[src/sv/pal_pkg.sv]
// shared types and constants for the positional array list
package pal_pkg;

  localparam int CAPACITY_DEF = 16;
  localparam int VALUE_W      = 32;
  localparam int POS_W        = 5;
  localparam int FOUND_W      = 4;
  localparam int COUNT_OUT_W  = 5;
  localparam int IN_DATA_W    = 40;
  localparam int OUT_DATA_W   = 48;

  typedef enum logic [2:0] {
    ACT_PUSH_BACK  = 3'd0,
    ACT_POP_BACK   = 3'd1,
    ACT_PUSH_FRONT = 3'd2,
    ACT_POP_FRONT  = 3'd3,
    ACT_INSERT     = 3'd4,
    ACT_ERASE      = 3'd5,
    ACT_SEARCH     = 3'd6,
    ACT_READ       = 3'd7
  } action_t;

  typedef enum logic [2:0] {
    ST_OK        = 3'd0,
    ST_FULL      = 3'd1,
    ST_EMPTY     = 3'd2,
    ST_BAD_POS   = 3'd3,
    ST_NOT_FOUND = 3'd4
  } status_t;

  typedef enum logic [1:0] {
    SH_NONE  = 2'd0,
    SH_OPEN  = 2'd1,
    SH_CLOSE = 2'd2
  } shift_t;

  // broadcast to every cell of the chain
  typedef struct packed {
    shift_t               kind;
    logic [VALUE_W-1:0]   value;
  } cell_ctl_t;

endpackage

[src/sv/pal_cell.sv]
// one storage cell of the list chain: hold, load, or take a neighbor's entry
module pal_cell #(
  parameter int IDX = 0,
  parameter int IW  = 5
) (
  input  logic                         clk,
  input  pal_pkg::cell_ctl_t           ctl,
  input  logic [IW-1:0]                at,
  input  logic [IW-1:0]                count,
  input  logic [pal_pkg::VALUE_W-1:0]  left_q,
  input  logic [pal_pkg::VALUE_W-1:0]  right_q,
  output logic [pal_pkg::VALUE_W-1:0]  data_q,
  output logic                         match
);

  localparam logic [IW-1:0] MY_IDX = IW'(IDX);

  logic [pal_pkg::VALUE_W-1:0] data_r;
  logic [pal_pkg::VALUE_W-1:0] data_nxt;
  logic [IW:0]                 idx_plus1;

  assign idx_plus1 = {1'b0, MY_IDX} + {{IW{1'b0}}, 1'b1};

  always_comb begin
    data_nxt = data_r;
    case (ctl.kind)
      pal_pkg::SH_OPEN: begin
        if (MY_IDX == at) begin
          data_nxt = ctl.value;
        end else if (MY_IDX > at && MY_IDX <= count) begin
          data_nxt = left_q;
        end
      end
      pal_pkg::SH_CLOSE: begin
        // cells from the gap up to the one below the last move down
        if (MY_IDX >= at && idx_plus1 < {1'b0, count}) begin
          data_nxt = right_q;
        end
      end
      default: begin
        data_nxt = data_r;
      end
    endcase
  end

  always_ff @(posedge clk) begin
    data_r <= data_nxt;
  end

  assign data_q = data_r;
  assign match  = (MY_IDX < count) && (data_r == ctl.value);

endmodule

[src/sv/positional_array_list.sv]
// positional array list: ordered list of signed 32-bit entries in a chain of cells
//
// Usage: one request per input transfer on in_*, one result per request on out_*.
// A request is push back, pop back, push front, pop front, insert, erase, search
// or read; insert and erase move the later entries by one place in the same cycle
// because every cell takes its neighbor's entry in parallel.
// Output: the result is registered and appears in the cycle after the input
// transfer. Throughput: one request per cycle while out_tready is high; the list
// update, the compare of all cells for search and the position mux for read all
// finish in the cycle of the transfer. The list state is updated at the input
// transfer, so the result carries the count after the request.
// Stalls: in_tready is high while the result register is empty or being taken;
// when out_tready is low with a result waiting, input stops until it drains.
// Reset: rst_n (synchronous, active low) empties the list and the result register.
// Entry contents are not cleared; entries at or beyond the count are never read.
// Search gives the lowest matching index; found_index is 0 when nothing matches.
module positional_array_list #(
  parameter int CAPACITY = pal_pkg::CAPACITY_DEF
) (
  input  logic                            clk,
  input  logic                            rst_n,
  input  logic                            in_tvalid,
  output logic                            in_tready,
  // action[2:0], position[7:3], value[39:8]
  input  logic [pal_pkg::IN_DATA_W-1:0]   in_tdata,
  output logic                            out_tvalid,
  input  logic                            out_tready,
  // status[2:0], found_index[6:3], read_value[38:7], item_count[43:39], zero pad
  output logic [pal_pkg::OUT_DATA_W-1:0]  out_tdata
);

  localparam int IW = $clog2(CAPACITY + 1);
  localparam int CW = (IW > pal_pkg::POS_W) ? IW : pal_pkg::POS_W;
  localparam logic [IW-1:0] CAP_IW = IW'(CAPACITY);
  localparam int PAD_W = pal_pkg::OUT_DATA_W - 3 - pal_pkg::FOUND_W
                         - pal_pkg::VALUE_W - pal_pkg::COUNT_OUT_W;

  logic [IW-1:0]                count_r;
  logic [IW-1:0]                count_nxt;
  logic                         out_valid_r;
  logic [pal_pkg::OUT_DATA_W-1:0] out_data_r;
  logic [pal_pkg::OUT_DATA_W-1:0] out_data_nxt;

  logic                         in_xfer;
  pal_pkg::action_t             act;
  logic [pal_pkg::POS_W-1:0]    pos;
  logic [pal_pkg::VALUE_W-1:0]  val;
  logic [CW-1:0]                pos_w;
  logic [CW-1:0]                cnt_w;
  logic                         full;
  logic                         empty;

  pal_pkg::cell_ctl_t           ctl;
  pal_pkg::shift_t              kind;
  logic [IW-1:0]                at;
  pal_pkg::status_t             status;
  logic [pal_pkg::VALUE_W-1:0]  rd_value;
  logic [pal_pkg::VALUE_W-1:0]  rd_mux;
  logic                         any_match;
  int                           found_int;
  logic [pal_pkg::FOUND_W-1:0]  found_out;

  logic [pal_pkg::VALUE_W-1:0]  cell_q [CAPACITY];
  logic [CAPACITY-1:0]          cell_match;

  assign in_tready = !out_valid_r || out_tready;
  assign in_xfer   = in_tvalid && in_tready;

  assign act   = pal_pkg::action_t'(in_tdata[2:0]);
  assign pos   = in_tdata[7:3];
  assign val   = in_tdata[39:8];
  assign pos_w = CW'(pos);
  assign cnt_w = CW'(count_r);
  assign full  = (count_r == CAP_IW);
  assign empty = (count_r == '0);

  // read mux and first-match encoder over the cell outputs
  always_comb begin
    rd_mux    = '0;
    any_match = 1'b0;
    found_int = 0;
    for (int i = 0; i < CAPACITY; i++) begin
      if (pos_w == CW'(i)) begin
        rd_mux = cell_q[i];
      end
    end
    for (int i = CAPACITY - 1; i >= 0; i--) begin
      if (cell_match[i]) begin
        any_match = 1'b1;
        found_int = i;
      end
    end
  end

  always_comb begin
    kind      = pal_pkg::SH_NONE;
    at        = '0;
    status    = pal_pkg::ST_OK;
    rd_value  = '0;
    found_out = '0;
    count_nxt = count_r;
    case (act)
      pal_pkg::ACT_PUSH_BACK: begin
        if (full) begin
          status = pal_pkg::ST_FULL;
        end else begin
          kind = pal_pkg::SH_OPEN;
          at   = count_r;
          count_nxt = count_r + IW'(1);
        end
      end
      pal_pkg::ACT_POP_BACK: begin
        if (empty) begin
          status = pal_pkg::ST_EMPTY;
        end else begin
          count_nxt = count_r - IW'(1);
        end
      end
      pal_pkg::ACT_PUSH_FRONT: begin
        if (full) begin
          status = pal_pkg::ST_FULL;
        end else begin
          kind = pal_pkg::SH_OPEN;
          count_nxt = count_r + IW'(1);
        end
      end
      pal_pkg::ACT_POP_FRONT: begin
        if (empty) begin
          status = pal_pkg::ST_EMPTY;
        end else begin
          kind = pal_pkg::SH_CLOSE;
          count_nxt = count_r - IW'(1);
        end
      end
      pal_pkg::ACT_INSERT: begin
        if (pos_w > cnt_w) begin
          status = pal_pkg::ST_BAD_POS;
        end else if (full) begin
          status = pal_pkg::ST_FULL;
        end else begin
          kind = pal_pkg::SH_OPEN;
          at   = IW'(pos_w);
          count_nxt = count_r + IW'(1);
        end
      end
      pal_pkg::ACT_ERASE: begin
        if (pos_w >= cnt_w) begin
          status = pal_pkg::ST_BAD_POS;
        end else begin
          kind = pal_pkg::SH_CLOSE;
          at   = IW'(pos_w);
          count_nxt = count_r - IW'(1);
        end
      end
      pal_pkg::ACT_SEARCH: begin
        if (any_match) begin
          found_out = pal_pkg::FOUND_W'(found_int);
        end else begin
          status = pal_pkg::ST_NOT_FOUND;
        end
      end
      pal_pkg::ACT_READ: begin
        if (pos_w >= cnt_w) begin
          status = pal_pkg::ST_BAD_POS;
        end else begin
          rd_value = rd_mux;
        end
      end
      default: begin
        status = pal_pkg::ST_OK;
      end
    endcase
  end

  assign ctl.kind  = in_xfer ? kind : pal_pkg::SH_NONE;
  assign ctl.value = val;

  genvar g;
  generate
    for (g = 0; g < CAPACITY; g++) begin : g_cell
      logic [pal_pkg::VALUE_W-1:0] left_q;
      logic [pal_pkg::VALUE_W-1:0] right_q;
      if (g == 0) begin : g_first
        assign left_q = '0;
      end else begin : g_mid_l
        assign left_q = cell_q[g-1];
      end
      if (g == CAPACITY - 1) begin : g_last
        assign right_q = '0;
      end else begin : g_mid_r
        assign right_q = cell_q[g+1];
      end
      pal_cell #(
        .IDX (g),
        .IW  (IW)
      ) u_cell (
        .clk     (clk),
        .ctl     (ctl),
        .at      (at),
        .count   (count_r),
        .left_q  (left_q),
        .right_q (right_q),
        .data_q  (cell_q[g]),
        .match   (cell_match[g])
      );
    end
  endgenerate

  assign out_data_nxt = {{PAD_W{1'b0}},
                         pal_pkg::COUNT_OUT_W'(CW'(count_nxt)),
                         rd_value,
                         found_out,
                         status};

  always_ff @(posedge clk) begin
    if (!rst_n) begin
      count_r     <= '0;
      out_valid_r <= 1'b0;
    end else begin
      if (in_xfer) begin
        count_r <= count_nxt;
      end
      if (in_xfer) begin
        out_valid_r <= 1'b1;
      end else if (out_tready) begin
        out_valid_r <= 1'b0;
      end
    end
  end

  always_ff @(posedge clk) begin
    if (in_xfer) begin
      out_data_r <= out_data_nxt;
    end
  end

  assign out_tvalid = out_valid_r;
  assign out_tdata  = out_data_r;

  a_count_range: assert property (@(posedge clk) disable iff (!rst_n)
    count_r <= CAP_IW)
    else $error("list count above capacity");

  a_full_count: assert property (@(posedge clk) disable iff (!rst_n)
    out_valid_r && out_data_r[2:0] == pal_pkg::ST_FULL |->
      out_data_r[43:39] == pal_pkg::COUNT_OUT_W'(CW'(CAP_IW)))
    else $error("full status with list not at capacity");

  a_empty_count: assert property (@(posedge clk) disable iff (!rst_n)
    out_valid_r && out_data_r[2:0] == pal_pkg::ST_EMPTY |->
      out_data_r[43:39] == '0)
    else $error("empty status with entries present");

  a_result_follows: assert property (@(posedge clk) disable iff (!rst_n)
    in_xfer |=> out_valid_r)
    else $error("request without a result");

endmodule
[config.mk]
export PLATFORM = sky130hd
export DESIGN_NAME = positional_array_list
export DESIGN_NICKNAME = d
export VERILOG_FILES = /design/src/sv/pal_pkg.sv /design/src/sv/pal_cell.sv /design/src/sv/positional_array_list.sv
export SDC_FILE = /design/constraint.sdc
export NUM_CORES = 2
export LEC_CHECK = 0
export BUFFER_PORTS_ARGS = -buffer_cell sky130_fd_sc_hd__buf_2
export CORE_ASPECT_RATIO = 2
export CORE_MARGIN = 4
export CORE_UTILIZATION = 60
export CTS_CLUSTER_DIAMETER = 60
export CTS_CLUSTER_SIZE = 12
export DETAILED_ROUTE_END_ITERATION = 16
export GPL_TIMING_DRIVEN = 0
export PLACE_DENSITY = 0.8
export REMOVE_ABC_BUFFERS = 1
export SYNTH_ARGS = -nofsm -noshare
export SYNTH_HDL_FRONTEND = slang
export SYNTH_SLANG_ARGS = --single-unit
[constraint.sdc]
create_clock -name clk -period 11.1 [get_ports clk]
set_input_delay 2.22 -clock clk [delete_from_list [all_inputs] [get_ports clk]]
set_output_delay 2.22 -clock clk [all_outputs]
set_load 0.02 [all_outputs]
==> flow_metrics.tcl <==
set metrics [dict create \
    status "complete, but fails checks" \
    violations "max-capacitance violations, max-slew violations" \
    layout.filler_cells 4983 \
    critical_path_required_ps 11450 \
    path_max_fanout 45 \
    floorplan.initialDensity_pct 60.8 \
    final.setup_skew_ps 19.2 \
    gr-total-overflow 0 \
    synth_top_area_share_pct 43.7 \
    hold_start "out_tvalid$_SDFFE_PN0P_" \
    launching_point_of_the_worst_reg2reg_path "cnt_w[4]$_SDFFE_PN0P_" \
    finalNetCount 3780 \
    cts_inserted_buffers 53 \
    synthTopCellsByCount "sky130_fd_sc_hd__edfxtp_1 (556), sky130_fd_sc_hd__nand2_1 (514), sky130_fd_sc_hd__o21ai_0 (387)" \
    post_cts_resize_count 0 \
    vias_per_cell 7.51 \
    slew_viol_final 2 \
    drt-wirelength-per-cell_um 35.7 \
    crit_slowest_cell "sky130_fd_sc_hd__buf_2" \
    report.final.hold_viol_count 0 \
    drcViolationCount 0 \
    criticalPathCategory "primary input to flip-flop" \
    synth.yosys.seq_area_share_pct 44.0 \
    synth_top_area_cell "sky130_fd_sc_hd__edfxtp_1" \
    ir_worst_vdd_mv 0.132 \
    dpl.hpwl_um 115000 \
    report.final.setup_viol 0 \
    route.final.wire_length_um 162000 \
    htree_levels 2 \
    yosys-top-cells-area "sky130_fd_sc_hd__edfxtp_1 (44%), sky130_fd_sc_hd__mux2i_1 (9.5%), sky130_fd_sc_hd__xor2_1 (7.2%), sky130_fd_sc_hd__o21ai_0 (5.1%), sky130_fd_sc_hd__nand2_1 (5.0%)" \
    power.static_leakage_nw 15.7 \
    route.vias.total 34100 \
    grt_setup_unrepaired "false" \
    clockPowerShare_pct 30.8 \
    buffers_from_clock_root_to_sink_at_most 3 \
    yosys_most_used_dff "sky130_fd_sc_hd__edfxtp_1" \
    critical_path.n_buffers_inverters 3 \
    power.switching_mw 1.84 \
    ys_types 75 \
    hold_path_depth 2 \
    critical_path.top_delay_family "compound AO/OA/AOI/OAI gates" \
    route.antenna.remaining_nets 0 \
    critPathCaptureType "flip-flop" \
    clock_latency_ps 670 \
    reg2reg_to "g_cell[13].u_cell.data_q[31]$_DFFE_PP_" \
    power.combinational.fraction_pct 20.6 \
    cap_violations 1 \
    die_h_um 365 \
    grt_pass1_wl_um 230000 \
    r2r_setup_slack_ps 4440 \
    fp.dieArea_sq_um 68100 \
    fin_ws_ps 3470 \
    post-synth-top-count-cell "sky130_fd_sc_hd__edfxtp_1" \
    number_of_antenna_violations_at_the_first_check_in_global_routing 13 \
    grt_util_all_layers_pct 46.1 \
    gp_congestion 1.06 \
    clk_root_buffer_cell "sky130_fd_sc_hd__clkbuf_16" \
    async_flop_share_pct 0 \
    synth_warnings 0 \
    worstSetupStartpointType "primary input" \
    numClockSinks 562 \
    postSynthCellCount 3845 \
    placement_stage_worst_setup_slack_ps 3130 \
    clock_pin_slew_worst_setup_and_hold_paths_ps 70 \
    synth.cell_area_sq_um 38200 \
    seqPwrFrac_pct 48.6 \
    cts_hold_buf 0 \
    max_freq_ghz 0.131 \
    worst-slew-pin-transition_ps 1550 \
    intPower_mw 3.76 \
    cp_cell_sequence "buf_2 -> inv_1 -> ha_1 -> nand2_1 -> nor3_1 -> nor4b_1 -> a22oi_1 -> o2111ai_1 -> nor3_4 -> o21ai_0 -> a21oi_4 -> buf_12" \
    cts.repair_timing.setup_buffer_count 0 \
    ys_ff_latch 562 \
    grt_max_degree 116 \
    tritoncts_clock_tree "done" \
    area_of_combinational_cells_with_multiple_inputs_sq_um 20200 \
    min_to "out_tvalid$_SDFFE_PN0P_" \
    cp_data_arrival_time_ps 7980 \
    avgSynthCellArea_sq_um 9.95 \
    power.density_nw_per_um2 135 \
    power.share.switching_pct 32.9 \
    drive_gt1_share_pct 8.32 \
    hold_class "flip-flop to flip-flop" \
    vias_in_the_first_global_route 31300 \
    layout.core_utilization_pct 65.9 \
    finalCriticalPeriod_ps 7630 \
    synth-edff-count 556 \
    ff_latch_area_sq_um 16800 \
    std_cell_rows 130 \
    area_growth_from_synthesis_to_layout_pct 8.51 \
    core-area_sq_um 62900 \
    chipWidth_um 187 \
    timing.slew.headroom_pct -3.98 \
    firstDrtPassIters 8 \
    drt_iter0_markers 6423 \
    io-pin-count 94 \
    timing.reg2reg.worst_path_depth 16 \
    totalNegativeSetupSlack_ps 0 \
    critPathMaxStageDelay_ps 930 \
    final.period_utilization_pct 68.7 \
    port_buffers 89 \
]
-- cell families (layout without fill, tap and decap cells) --
| group | after synthesis | count (layout) | share of synthesized area [%] |
|---|---|---|---|
| flip-flops | 562 | 562 | 44.0 |
| AO/OA/AOI/OAI | 932 | 932 | 16.0 |
| other | 1 | 15 | 0.00980 |
| XOR/XNOR | 512 | 512 | 11.7 |
| AND/OR/NAND/NOR | 1074 | 1074 | 13.8 |
| multiplexers | 369 | 369 | 9.79 |
| adder cells (fa/ha/maj) | 13 | 13 | 0.425 |
| buffers and inverters | 382 | 270 | 4.32 |
-- flip-flops by register name (all words and copies together) (netlist names) --
name / cells
g_cell.u_cell.data_q: 512
out_tdata: 44
cnt_w: 5
out_tvalid: 1
-- worst register-to-register path: cells and delay by family (launching register included) --
family | cells | cell delay (ps)
simple gates | 6 | 1470
fa+ha+maj | 2 | 1010
buf+inv | 6 | 2410
compound gates | 2 | 600
flops | 1 | 920
-- worst max path at each step --
stage	startpoint	to	slack, ps	cells past startpoint
2_1_floorplan	out_tready	g_cell[13].u_cell.data_q[0]$_DFFE_PP_	-20480	8
4_1_cts	in_tdata[3]	g_cell[0].u_cell.data_q[20]$_DFFE_PP_	3750	12
6_report	in_tdata[3]	g_cell[0].u_cell.data_q[20]$_DFFE_PP_	3470	12
5_1_grt	in_tdata[3]	g_cell[0].u_cell.data_q[20]$_DFFE_PP_	3270	12
3_5_place_dp	in_tdata[3]	g_cell[12].u_cell.data_q[26]$_DFFE_PP_	3130	16
3_3_place_gp	out_tready	g_cell[13].u_cell.data_q[1]$_DFFE_PP_	-50620	9
-- metrics by stage --
stage	std cells	instance area [sq um]	hold WS (ps)	total power, mW
floorplan	3492	36700	550	3.37
global placement	4373	38100	505	3.91
detailed placement	4459	40000	529	3.82
CTS	4527	41400	538	5.48
global route	4528	41500	570	5.69
finish	4539	41500	538	5.60
-- cell type report --
class	instances	share of cell area [%]
clock buffer	62	3.28
clock inverter	6	0.145
antenna	11	0.0663
inverter	26	0.235
timing repair buffer	176	4.75
sequential	562	40.5
tap	792	2.39
multi-input combinational	2904	48.6
-- power by group through the flow --
stage	Combinational (mW)	Clock (mW)	Sequential (mW)
after floorplan	0.637	0	2.73
after global placement	1.10	0	2.81
after detailed placement	1.07	0	2.76
after CTS	1.07	1.70	2.71
after global routing	1.18	1.78	2.73
final	1.15	1.72	2.72
-- per-layer routing --
layer,share of wire (%),track usage [%],up-vias
met1,31,51.6,16000
met3,11,10.6,866
met5,0.013,0,-
met4,14,44.8,4
met2,44,72.0,3099
li1,-,-,14100
-- cell usage in the layout, fill, tap and decap left out, types with 35 or more instances in the layout --
master,n
sky130_fd_sc_hd__edfxtp_1,556
sky130_fd_sc_hd__nand2_1,508
sky130_fd_sc_hd__o21ai_0,386
sky130_fd_sc_hd__mux2i_1,364
sky130_fd_sc_hd__xor2_1,313
sky130_fd_sc_hd__xnor2_1,198
sky130_fd_sc_hd__a21oi_1,108
sky130_fd_sc_hd__a221o_1,98
sky130_fd_sc_hd__nor3b_1,98
sky130_fd_sc_hd__nor2_1,95
sky130_fd_sc_hd__nor4_1,93
sky130_fd_sc_hd__buf_2,89
sky130_fd_sc_hd__nand4_1,81
sky130_fd_sc_hd__a22oi_1,60
sky130_fd_sc_hd__clkbuf_16,53
sky130_fd_sc_hd__a22o_1,51
sky130_fd_sc_hd__nor2b_1,42
sky130_fd_sc_hd__nand3_1,37
sky130_fd_sc_hd__o21ai_1,35
No activity file was read; power rests on OpenSTA's default activity.
